<file path="config.mk">
export PLATFORM = sky130hd
export DESIGN_NAME = crfdb_ctrl
export DESIGN_NICKNAME = d
export VERILOG_FILES = /design/src/rtl/crfdb_pkg.sv /design/src/rtl/crfdb_ctrl.sv
export SDC_FILE = /design/constraint.sdc
export NUM_CORES = 1
export LEC_CHECK = 0
export BUFFER_PORTS_ARGS = -buffer_cell sky130_fd_sc_hd__buf_4
export CAP_MARGIN = 15
export CORE_AREA = 3 3 40 42
export CTS_CLUSTER_SIZE = 8
export DETAILED_ROUTE_END_ITERATION = 8
export DIE_AREA = 0 0 43 45
export SLEW_MARGIN = 20
export SYNTH_ARGS = -nofsm -noshare
export SYNTH_HDL_FRONTEND = slang
export SYNTH_SLANG_ARGS = --single-unit
</file>
<file path="constraint.sdc">
create_clock -name clk -period 1 [get_ports clk]
set_input_delay 0.15 -clock clk [delete_from_list [all_inputs] [get_ports clk]]
set_output_delay 0.15 -clock clk [all_outputs]
set_load 0.005 [all_outputs]
</file>
<file path="src/rtl/crfdb_pkg.sv">
// types, constants and codes shared by the framebuffer fill engine
package crfdb_pkg;

	localparam int unsigned MAX_WIDTH_DEF  = 320;
	localparam int unsigned MAX_HEIGHT_DEF = 240;

	localparam int XW       = 9;
	localparam int YW       = 8;
	localparam int CW       = 16;
	localparam int OPW      = 3;
	localparam int SW       = 16;
	localparam int AWW      = 17;
	localparam int CFG_IDXW = 1;
	localparam int CFG_DW   = 9;

	localparam logic [XW-1:0] AREA_W_RST = 9'd320;
	localparam logic [YW-1:0] AREA_H_RST = 8'd240;

	localparam logic [CFG_IDXW-1:0] CFG_AREA_WIDTH  = 1'b0;
	localparam logic [CFG_IDXW-1:0] CFG_AREA_HEIGHT = 1'b1;

	localparam logic KIND_REGION = 1'b0;
	localparam logic KIND_READ   = 1'b1;

	typedef enum logic [OPW-1:0] {
		OP_CLEAR = 3'd0,
		OP_SET   = 3'd1,
		OP_FILL  = 3'd2,
		OP_FLUSH = 3'd3,
		OP_READ  = 3'd4
	} op_e;

	typedef enum logic [2:0] {
		ST_IDLE,
		ST_CLIP,
		ST_START,
		ST_FILL,
		ST_READ,
		ST_RDATA
	} state_t;

	typedef struct packed {
		logic [OPW-1:0]       opcode;
		logic signed [SW-1:0] pos_x;
		logic signed [SW-1:0] pos_y;
		logic signed [SW-1:0] rect_width;
		logic signed [SW-1:0] rect_height;
		logic [CW-1:0]        pixel_color;
	} in_item_t;

	typedef struct packed {
		logic          result_kind;
		logic [XW-1:0] region_left;
		logic [YW-1:0] region_top;
		logic [XW-1:0] region_right;
		logic [YW-1:0] region_bottom;
		logic [CW-1:0] read_color;
	} out_item_t;

	typedef struct packed {
		logic accept;
		logic clip;
		logic start;
		logic grow;
		logic step;
		logic load_read;
		logic load_flush;
	} cmd_t;

	typedef struct packed {
		logic [OPW-1:0] op;
		logic           hit;
		logic           last;
		logic           box_valid;
	} sts_t;

endpackage

</file>
<file path="src/rtl/crfdb_ctrl.sv">
// controller state machine of the framebuffer fill engine
module crfdb_ctrl (
	input  logic                          clk,
	input  logic                          arst_n,
	input  logic                          in_valid,
	input  logic [crfdb_pkg::OPW-1:0]     in_op,
	input  logic                          out_busy,
	input  crfdb_pkg::sts_t               sts,
	output logic                          in_stall,
	output crfdb_pkg::cmd_t               cmd
);

	crfdb_pkg::state_t state_q;
	crfdb_pkg::state_t state_d;
	logic              result_op;

	assign result_op = (in_op == crfdb_pkg::OP_FLUSH) || (in_op == crfdb_pkg::OP_READ);
	assign in_stall  = (state_q != crfdb_pkg::ST_IDLE) || (out_busy && result_op);

	always_ff @(posedge clk or negedge arst_n) begin
		if (!arst_n) begin
			state_q <= crfdb_pkg::ST_IDLE;
		end else begin
			state_q <= state_d;
		end
	end

	always_comb begin
		state_d = state_q;
		case (state_q)
			crfdb_pkg::ST_IDLE: begin
				if (in_valid && !in_stall) state_d = crfdb_pkg::ST_CLIP;
			end
			crfdb_pkg::ST_CLIP: begin
				case (sts.op)
					crfdb_pkg::OP_CLEAR, crfdb_pkg::OP_SET,
					crfdb_pkg::OP_FILL, crfdb_pkg::OP_READ: state_d = crfdb_pkg::ST_START;
					default: state_d = crfdb_pkg::ST_IDLE;
				endcase
			end
			crfdb_pkg::ST_START: begin
				if (!sts.hit) state_d = crfdb_pkg::ST_IDLE;
				else if (sts.op == crfdb_pkg::OP_READ) state_d = crfdb_pkg::ST_READ;
				else state_d = crfdb_pkg::ST_FILL;
			end
			crfdb_pkg::ST_FILL: begin
				if (sts.last) state_d = crfdb_pkg::ST_IDLE;
			end
			crfdb_pkg::ST_READ: state_d = crfdb_pkg::ST_RDATA;
			crfdb_pkg::ST_RDATA: state_d = crfdb_pkg::ST_IDLE;
			default: state_d = crfdb_pkg::ST_IDLE;
		endcase
	end

	always_comb begin
		cmd = '0;
		case (state_q)
			crfdb_pkg::ST_IDLE: begin
				cmd.accept = in_valid && !in_stall;
			end
			crfdb_pkg::ST_CLIP: begin
				cmd.clip       = 1'b1;
				cmd.load_flush = (sts.op == crfdb_pkg::OP_FLUSH) && sts.box_valid;
			end
			crfdb_pkg::ST_START: begin
				cmd.start     = 1'b1;
				cmd.grow      = sts.hit && (sts.op != crfdb_pkg::OP_READ);
				cmd.load_read = !sts.hit && (sts.op == crfdb_pkg::OP_READ);
			end
			crfdb_pkg::ST_FILL: begin
				cmd.step = 1'b1;
			end
			crfdb_pkg::ST_READ: begin
				cmd = '0;
			end
			crfdb_pkg::ST_RDATA: begin
				cmd.load_read = 1'b1;
			end
			default: cmd = '0;
		endcase
	end

endmodule

</file>
==> results of run 1 <==
[Yosys cell counts, drive strengths merged (2+ instances only)]
master | n | area (µm²)
a21oi | 2 | 10.0
nand2 | 3 | 11.3
inv | 3 | 11.3
nand3 | 2 | 10.0
nor3b | 2 | 15.0
nor2 | 2 | 7.51
dfrtp | 3 | 75.1
o211ai | 2 | 15.0
[logic make-up (layout without fill, tap and decap cells)]
kind of cell	count (synthesis)	in the layout	synth area share (%)
AND/OR/NAND/NOR	18	18	45.9
AO/OA/AOI/OAI	8	8	20.5
buffers and inverters	3	42	4.39
flip-flops	3	3	29.3
[layout by cell type, fill, tap and decap left out, types with 2 or more instances in the layout]
cell,instances
sky130_fd_sc_hd__o211ai_1,2
sky130_fd_sc_hd__buf_6,5
sky130_fd_sc_hd__dfrtp_2,2
sky130_fd_sc_hd__nand3_1,2
sky130_fd_sc_hd__buf_4,29
sky130_fd_sc_hd__clkbuf_4,3
sky130_fd_sc_hd__nand2_1,3
sky130_fd_sc_hd__inv_1,3
sky130_fd_sc_hd__nor3b_4,2
[power groups by stage]
stage / sequential [W] / combinational [W] / clock, W
floorplan: 0.000208 / 0.000203 / 0
global placement: 0.000196 / 0.000629 / 0
detailed placement: 0.000199 / 0.000633 / 0
CTS: 0.000206 / 0.000696 / 0.000222
global route: 0.000225 / 0.000913 / 0.000242
finish: 0.000219 / 0.000836 / 0.000210
[through the flow]
step / instances / TNS [ns] / cell area (µm²)
final: 86 / -3.72 / 646
after global routing: 86 / -4.52 / 646
after CTS: 86 / -3.86 / 601
after detailed placement: 79 / -1.82 / 532
after global placement: 79 / -1.62 / 532
after floorplan: 32 / -0.251 / 273
[routing by layer]
layer | GRT usage, % | routed length, µm | part of all wire (%) | vias to the layer above
met5 | 0 | 0 | 0 | -
met4 | 5.42 | 0 | 0 | 0
met3 | 3.59 | 42 | 4.1 | 0
met2 | 22.5 | 577 | 56 | 11
met1 | 12.6 | 414 | 40 | 176
li1 | - | - | - | 201
[cell type report]
cell class,instances,area (µm²)
well taps,15,18.8
flip-flops and latches,3,77.6
inverters,3,11.3
repair buffers,35,284
clock buffers,4,26.3
fillers,130,639
multi-input cells,26,228
[final timing paths]
kind                            start         end  slack (ns)  cells after the start
max                        state_q[0]    in_stall       -0.48                      2
min                            sts[1]  state_q[1]        0.15                      2
max reg2reg                state_q[2]  state_q[0]       -0.26                      5
min reg2reg                state_q[0]  state_q[2]        0.70                      3
max in group asynchronous      arst_n  state_q[0]        0.65                      2
min in group asynchronous      arst_n  state_q[2]        0.24                      2
[what timing repair did]
item | 4_1_cts | 5_1_grt
pin swaps | 8 | 6
buffers inserted | 3 | 0
hold buffers | 1 | 0
gates resized for setup | 5 | 10
setup endpoints to repair | 11 | 11
hold endpoints to repair | 3 | 0
==> results by group, run 1 <==
Logic synthesis
  • Fraction of the yosys area taken by sequential cells: 29.3%
  • Count of distinct cell types in the synthesized netlist: 21
  • Synth warnings: 0
  • Number of storage elements in the synthesis netlist: 3
  • Ys flop type: sky130_fd_sc_hd__dfrtp_1
  • Synthesized area per cell: 8.02 µm²
  • Number of instances in the synthesized netlist: 32
  • Share of synthesized registers carrying an async set or reset: 100%
  • Post-synthesis cell area: 256 µm²
  • Post-synth net total: 45
  • Number of flops mapped to enable cells by yosys: 0

Clocking
  • Clock root buffer: sky130_fd_sc_hd__clkbuf_4
  • # H-tree levels: 1
  • Clock-pin slew on the worst setup and hold paths: 0.03 ns
  • Number of buffers created by CTS: 3
  • Clock tree from TritonCTS: built
  • Maximum clock insertion buffer count: 2
  • Total clock sinks: 3
  • Clk_lat worst skew: 0.23 ns

GRT
  • All-Layer GR Usage: 12.1%
  • Antenna violations before repair: 0
  • Largest net degree at the start of global routing: 6
  • Overflow after GRT: 0
  • First-pass GRT wire length: 1.71 mm
  • Vias in the first global route: 437

Power and ir drop
  • Proportion of power drawn by the clock network: 16.6%
  • Leak pwr: 0.316 nW
  • Combinational share of power: 66.1%
  • Final Power: 0.00126 W
  • Fraction of power spent switching nets: 31.5%
  • Internal: 0.000866 W
  • P per Cell Area: 1960 mW/mm²
  • Sequential Power Share: 17.3%
  • Max IR drop VDD: 0.962 mV
  • Switching power total: 0.000398 W

STA
  • Final critical-path required period: 1.48 ns
  • Tightest hold margin: 0.152 ns
  • Final hold violation count: 0
  • Number of endpoints failing setup at the final stage: 11
  • Slew at the pin closest to its max-slew limit: 0.288 ns
  • Maximum clock frequency: 0.677 GHz
  • Period Utilization, post-route: 148%
  • Worst clock skew on the final layout: 0.00204 ns
  • Headroom to the max-slew limit: 80.7%
  • Final number of max-transition violations: 0
  • Setup repair after global routing missed its margin: yes
  • Worst setup margin: -0.477 ns

Setup path
  • Top cell family by delay on the critical path: simple AND/OR/NAND/NOR gates
  • Buffering stage count on the worst path with inverters included: 1
  • Critical Path AT: 1.33 ns
  • Critical path capture point type: primary output
  • Critical path required time: 0.85 ns
  • Chain of cells forming the critical path: or4_4 > buf_6
  • Critical setup path kind: reg -> out
  • Slowest Stage Delay on Critical Path: 0.54 ns
  • Cell at the slowest stage of the critical path: sky130_fd_sc_hd__or4_4
  • Kind of start point of the critical path: register
  • CP max FO: 3

Layout
  • Flip-flop count of the largest register, all copies and words added: 3
  • Top flop regs: state_q: 3 flops
  • Final layout net count: 85
  • Largest register by flop count: state_q
  • Layout-stage area growth over the synthesis result: 152%
  • Layout cell share with drive strength beyond 1: 66.2%
  • Diodes inserted: 0
  • Final core utilization: 50.2%

Placed design
  • HPWL after detailed placement: 792 µm
  • Final weighted congestion in routability-driven placement: 0.770
  • I/O Buffers: 20
  • DP Worst Slack: -0.233 ns

Die
  • Floorplan row count: 13
  • Initial Utilization: 20.0%
  • Total I/O pin count: 21
  • Die extent in y: 45 µm
  • Core Box Area: 0.00128 mm²
  • Horizontal die dimension: 43 µm
  • Full die area: 0.00194 mm²

Drt
  • Number of remaining DRC errors: 0
  • Routed wire length: 1.03 mm
  • Antenna viol nets, final: 0
  • Total vias in the final route: 388
  • Routed length per instance: 12.0 µm
  • TritonRoute pass-1 iters: 2
  • Violation count after the first detailed-route iteration: 3
  • Vias per cell: 4.51

Run status
  • Outcome: finished with violations
  • Violations in the final reports: setup timing

Job
  • Number of max-cap violations: 0

Worst hold path
  • Hold Crit Class: in -> reg
(Power assumes the default switching activity.)
==> inputs of run 2 (changes only) <==
--- a/config.mk
+++ b/config.mk
@@ -5,6 +5,7 @@
 export SDC_FILE = /design/constraint.sdc
 export NUM_CORES = 1
 export LEC_CHECK = 0
+export ABC_AREA = 1
 export BUFFER_PORTS_ARGS = -buffer_cell sky130_fd_sc_hd__buf_4
 export CAP_MARGIN = 15
 export CORE_AREA = 3 3 40 42
==> run 2 against run 1 <==
  * Sequential cell count stayed put
  * Setup slack better by 0.12 ns
  * Global-route usage is 1.6 points lower
  * Core utilization is 2.6 points lower
  * The run still ends with setup timing left
  * Total power is 11% higher
  * Synthesized cell count is 22% higher
  * Clock power hardly changed
  * Maximum frequency is 9.0% higher
==> results by group, run 2 <==
Drt
  • TritonRoute pass-1 iters: 4 (+2)
  • Vias per cell: 4.43 (-1.9%)
  • Violation count after the first detailed-route iteration: 1 (-2)
  • Antenna viol nets, final: 0 (unchanged)
  • Total vias in the final route: 394 (+1.5%)
  • Number of remaining DRC errors: 0 (unchanged)
  • Routed length per instance: 10.9 µm (-9.3%)
  • Routed wire length: 971 µm (-6.1%)

Setup path
  • Critical setup path kind: reg -> out
  • R2r worst-path depth: 6 (+1)
  • Reg-to-reg endpoint: state_q[0]
  • Kind of start point of the critical path: register
  • Critical Path AT: 1.20 ns (-0.13 ns)
  • CP max FO: 4 (+1)
  • Register-to-register path setup slack: -0.24 ns (+0.02 ns)
  • Critical path required time: 0.85 ns (about the same)
  • Critical path capture point type: primary output
  • R2r startpoint: state_q[2]

Logic synthesis
  • Count of distinct cell types in the synthesized netlist: 18 (-14%)
  • Synth area leaders: sky130_fd_sc_hd__dfrtp_1 (29%), sky130_fd_sc_hd__nand2_1 (13%), sky130_fd_sc_hd__nor2_1 (8.8%), sky130_fd_sc_hd__nand3_1 (5.9%), sky130_fd_sc_hd__inv_1 (5.9%)
  • Synthesized area per cell: 6.54 µm² (-18%)
  • Synth warnings: 0 (unchanged)
  • Number of flops mapped to enable cells by yosys: 0 (unchanged)
  • Area share of the largest cell type after synthesis: 29.4% (+0.14 points)
  • Cell taking the most area after synthesis: sky130_fd_sc_hd__dfrtp_1
  • Number of storage elements in the synthesis netlist: 3 (unchanged)
  • Share of synthesized registers carrying an async set or reset: 100% (unchanged)
  • Most frequent cells after synthesis: sky130_fd_sc_hd__nand2_1 (9), sky130_fd_sc_hd__nor2_1 (6), sky130_fd_sc_hd__inv_1 (4)
  • Ys flop type: sky130_fd_sc_hd__dfrtp_1
  • Post-synth net total: 52 (+16%)
  • Fraction of the yosys area taken by sequential cells: 29.4% (+0.14 points)
  • Post-synthesis cell area: 255 µm² (-0.49%)
  • Number of instances in the synthesized netlist: 39 (+22%)
  • Library cell with the highest instance count after synthesis: sky130_fd_sc_hd__nand2_1

Die
  • Die extent in y: 45 µm (unchanged)
  • Full die area: 0.00194 mm² (unchanged)
  • Horizontal die dimension: 43 µm (unchanged)
  • Floorplan row count: 13 (unchanged)
  • Core Box Area: 0.00128 mm² (unchanged)
  • Initial Utilization: 19.9% (-0.097 points)
  • Total I/O pin count: 21 (unchanged)

Clocking
  • Clock tree from TritonCTS: built
  • Clock-pin slew on the worst setup and hold paths: 0.04 ns (about the same)
  • Clk_lat worst skew: 0.23 ns (about the same)
  • Number of buffers created by CTS: 3 (unchanged)
  • Total clock sinks: 3 (unchanged)
  • # H-tree levels: 1 (unchanged)
  • Maximum clock insertion buffer count: 2 (unchanged)
  • Clock root buffer: sky130_fd_sc_hd__clkbuf_4

Worst hold path
  • Hold endpoint: state_q[1]
  • Cell depth of the worst min-delay path: 4 (+2)
  • Hold Crit Class: in -> reg
  • Origin of the worst min-delay path: sts[1]

STA
  • Final TNS setup: -2.78 ns (+0.941 ns)
  • Setup repair after global routing missed its margin: yes
  • Number of endpoints failing setup at the final stage: 11 (unchanged)
  • Headroom to the max-slew limit: 78.1% (-2.6 points)
  • Final hold violation count: 0 (unchanged)
  • Maximum clock frequency: 0.738 GHz (+9.0%)
  • Final number of max-transition violations: 0 (unchanged)
  • Worst setup margin: -0.355 ns (+0.122 ns)
  • Worst clock skew on the final layout: 0.00405 ns (+0.00201 ns)
  • Slew at the pin closest to its max-slew limit: 0.325 ns (+0.0376 ns)
  • Final critical-path required period: 1.35 ns (-0.122 ns)
  • Period Utilization, post-route: 135% (-12 points)

Layout
  • Final layout net count: 88 (+3.5%)
  • Flip-flop count of the largest register, all copies and words added: 3 (unchanged)
  • Final std cells w/o fill: 89 (+3.5%)
  • Diodes inserted: 0 (unchanged)
  • Most frequent cells in the layout: sky130_fd_sc_hd__buf_4 (24), sky130_fd_sc_hd__nand2_1 (8), sky130_fd_sc_hd__buf_6 (6)
  • Commonest non-fill, non-tap cell in the layout: sky130_fd_sc_hd__buf_4
  • Layout-stage area growth over the synthesis result: 140%
  • Layout cell share with drive strength beyond 1: 66.2% (about the same)
  • Largest register by flop count: state_q
  • Top flop regs: state_q: 3 flops

GRT
  • Largest net degree at the start of global routing: 7 (+1)
  • First-pass GRT wire length: 1.41 mm (-17%)
  • Antenna violations before repair: 0 (unchanged)
  • Vias in the first global route: 353 (-19%)
  • All-Layer GR Usage: 10.5% (-1.6 points)
  • Overflow after GRT: 0 (unchanged)

Job
  • Number of max-cap violations: 0 (unchanged)

Power and ir drop
  • Leak pwr: 0.310 nW (-1.9%)
  • Max IR drop VDD: 1.38 mV (+44%)
  • P per Cell Area: 2290 mW/mm² (+17%)

Placed design
  • # placed instances: 80 (+1.3%)
  • I/O Buffers: 20 (unchanged)
  • DP Worst Slack: -0.156 ns (+0.0770 ns)
  • HPWL after detailed placement: 756 µm (-4.6%)
  • Final weighted congestion in routability-driven placement: 0.696 (-9.6%)

Run status
  • Outcome: finished with violations
  • Violations in the final reports: setup timing
run 2: cell count changes in the layout (fill, tap and decap cells not counted), moves of 2 or more:
cell,before,now
sky130_fd_sc_hd__o211ai_1,2,0
sky130_fd_sc_hd__nor2_2,0,5
sky130_fd_sc_hd__inv_2,0,2
sky130_fd_sc_hd__buf_4,29,24
sky130_fd_sc_hd__nand2_1,3,8
sky130_fd_sc_hd__nor3b_4,2,0
run 2: timing repair:
action	in CTS	in global routing
endpoints found under the hold margin	3	0
gates resized for setup	10	10
pin swaps	5	7
endpoints found under the setup margin	11	11
buffers inserted	4	2
hold buffers	1	0
run 2: final cells by class:
| class | instances | area, µm² |
|---|---|---|
| Clock buffer | 4 | 26.3 |
| Fill cell | 132 | 673 |
| Inverter | 5 | 18.8 |
| Multi-Input combinational cell | 31 | 213 |
| Sequential cell | 3 | 77.6 |
| Tap cell | 15 | 18.8 |
| Timing Repair Buffer | 31 | 258 |
run 2: critical path: stages (launching register included):
cell                       delay, ns
sky130_fd_sc_hd__dfrtp_1        0.40
sky130_fd_sc_hd__inv_2          0.12
sky130_fd_sc_hd__nand2_2        0.06
sky130_fd_sc_hd__nor2_2         0.09
sky130_fd_sc_hd__nand3b_1       0.08
sky130_fd_sc_hd__o31ai_1        0.08
sky130_fd_sc_hd__buf_4          0.15
run 2: worst max path at each step:
stage	from	end	slack (ns)	cells after the start
2_1_floorplan	state_q[1]	cmd[6]	0.002	3
3_3_place_gp	state_q[0]	cmd[1]	-0.1	6
3_5_place_dp	state_q[0]	state_q[0]	-0.16	5
4_1_cts	state_q[1]	cmd[0]	-0.34	3
5_1_grt	state_q[0]	cmd[1]	-0.41	6
6_report	state_q[0]	cmd[1]	-0.35	6
run 2: kinds of logic (layout without fill, tap and decap cells):
logic type | after synthesis | after routing | synth area share [%]
and+or+nand+nor | 25 | 25 | 49.0
AOI/OAI and AO/OA | 6 | 6 | 14.2
buffers and inverters | 5 | 40 | 7.35
DFF | 3 | 3 | 29.4
run 2: layer usage:
layer	vias up	part of all wire (%)	global-route usage, %
met4	0	0	7.23
met2	18	51	18.0
met5	-	0	0
met1	174	36	9.90
li1	202	-	-
met3	0	13	5.18
run 2: report_power, final:
| group | internal [W] | total (W) | switching [W] |
|---|---|---|---|
| Clock | 0.000150 | 0.000213 | 0.0000632 |
| Sequential | 0.000171 | 0.000251 | 0.0000801 |
| Combinational | 0.000553 | 0.000935 | 0.000382 |
| Total | 0.000874 | 0.00140 | 0.000525 |
run 2: metrics by stage:
stage | util, % | area, µm² | power (W) | hold slack [ns]
4_1_cts | 44.1 | 567 | 0.00125 | 0.157
5_1_grt | 47.6 | 612 | 0.00150 | 0.178
6_report | 47.6 | 612 | 0.00140 | 0.152
3_5_place_dp | 36.7 | 472 | 0.000860 | -0.0558
2_1_floorplan | - | 258 | 0.000468 | -0.146
3_3_place_gp | 36.7 | 472 | 0.000832 | -0.0588
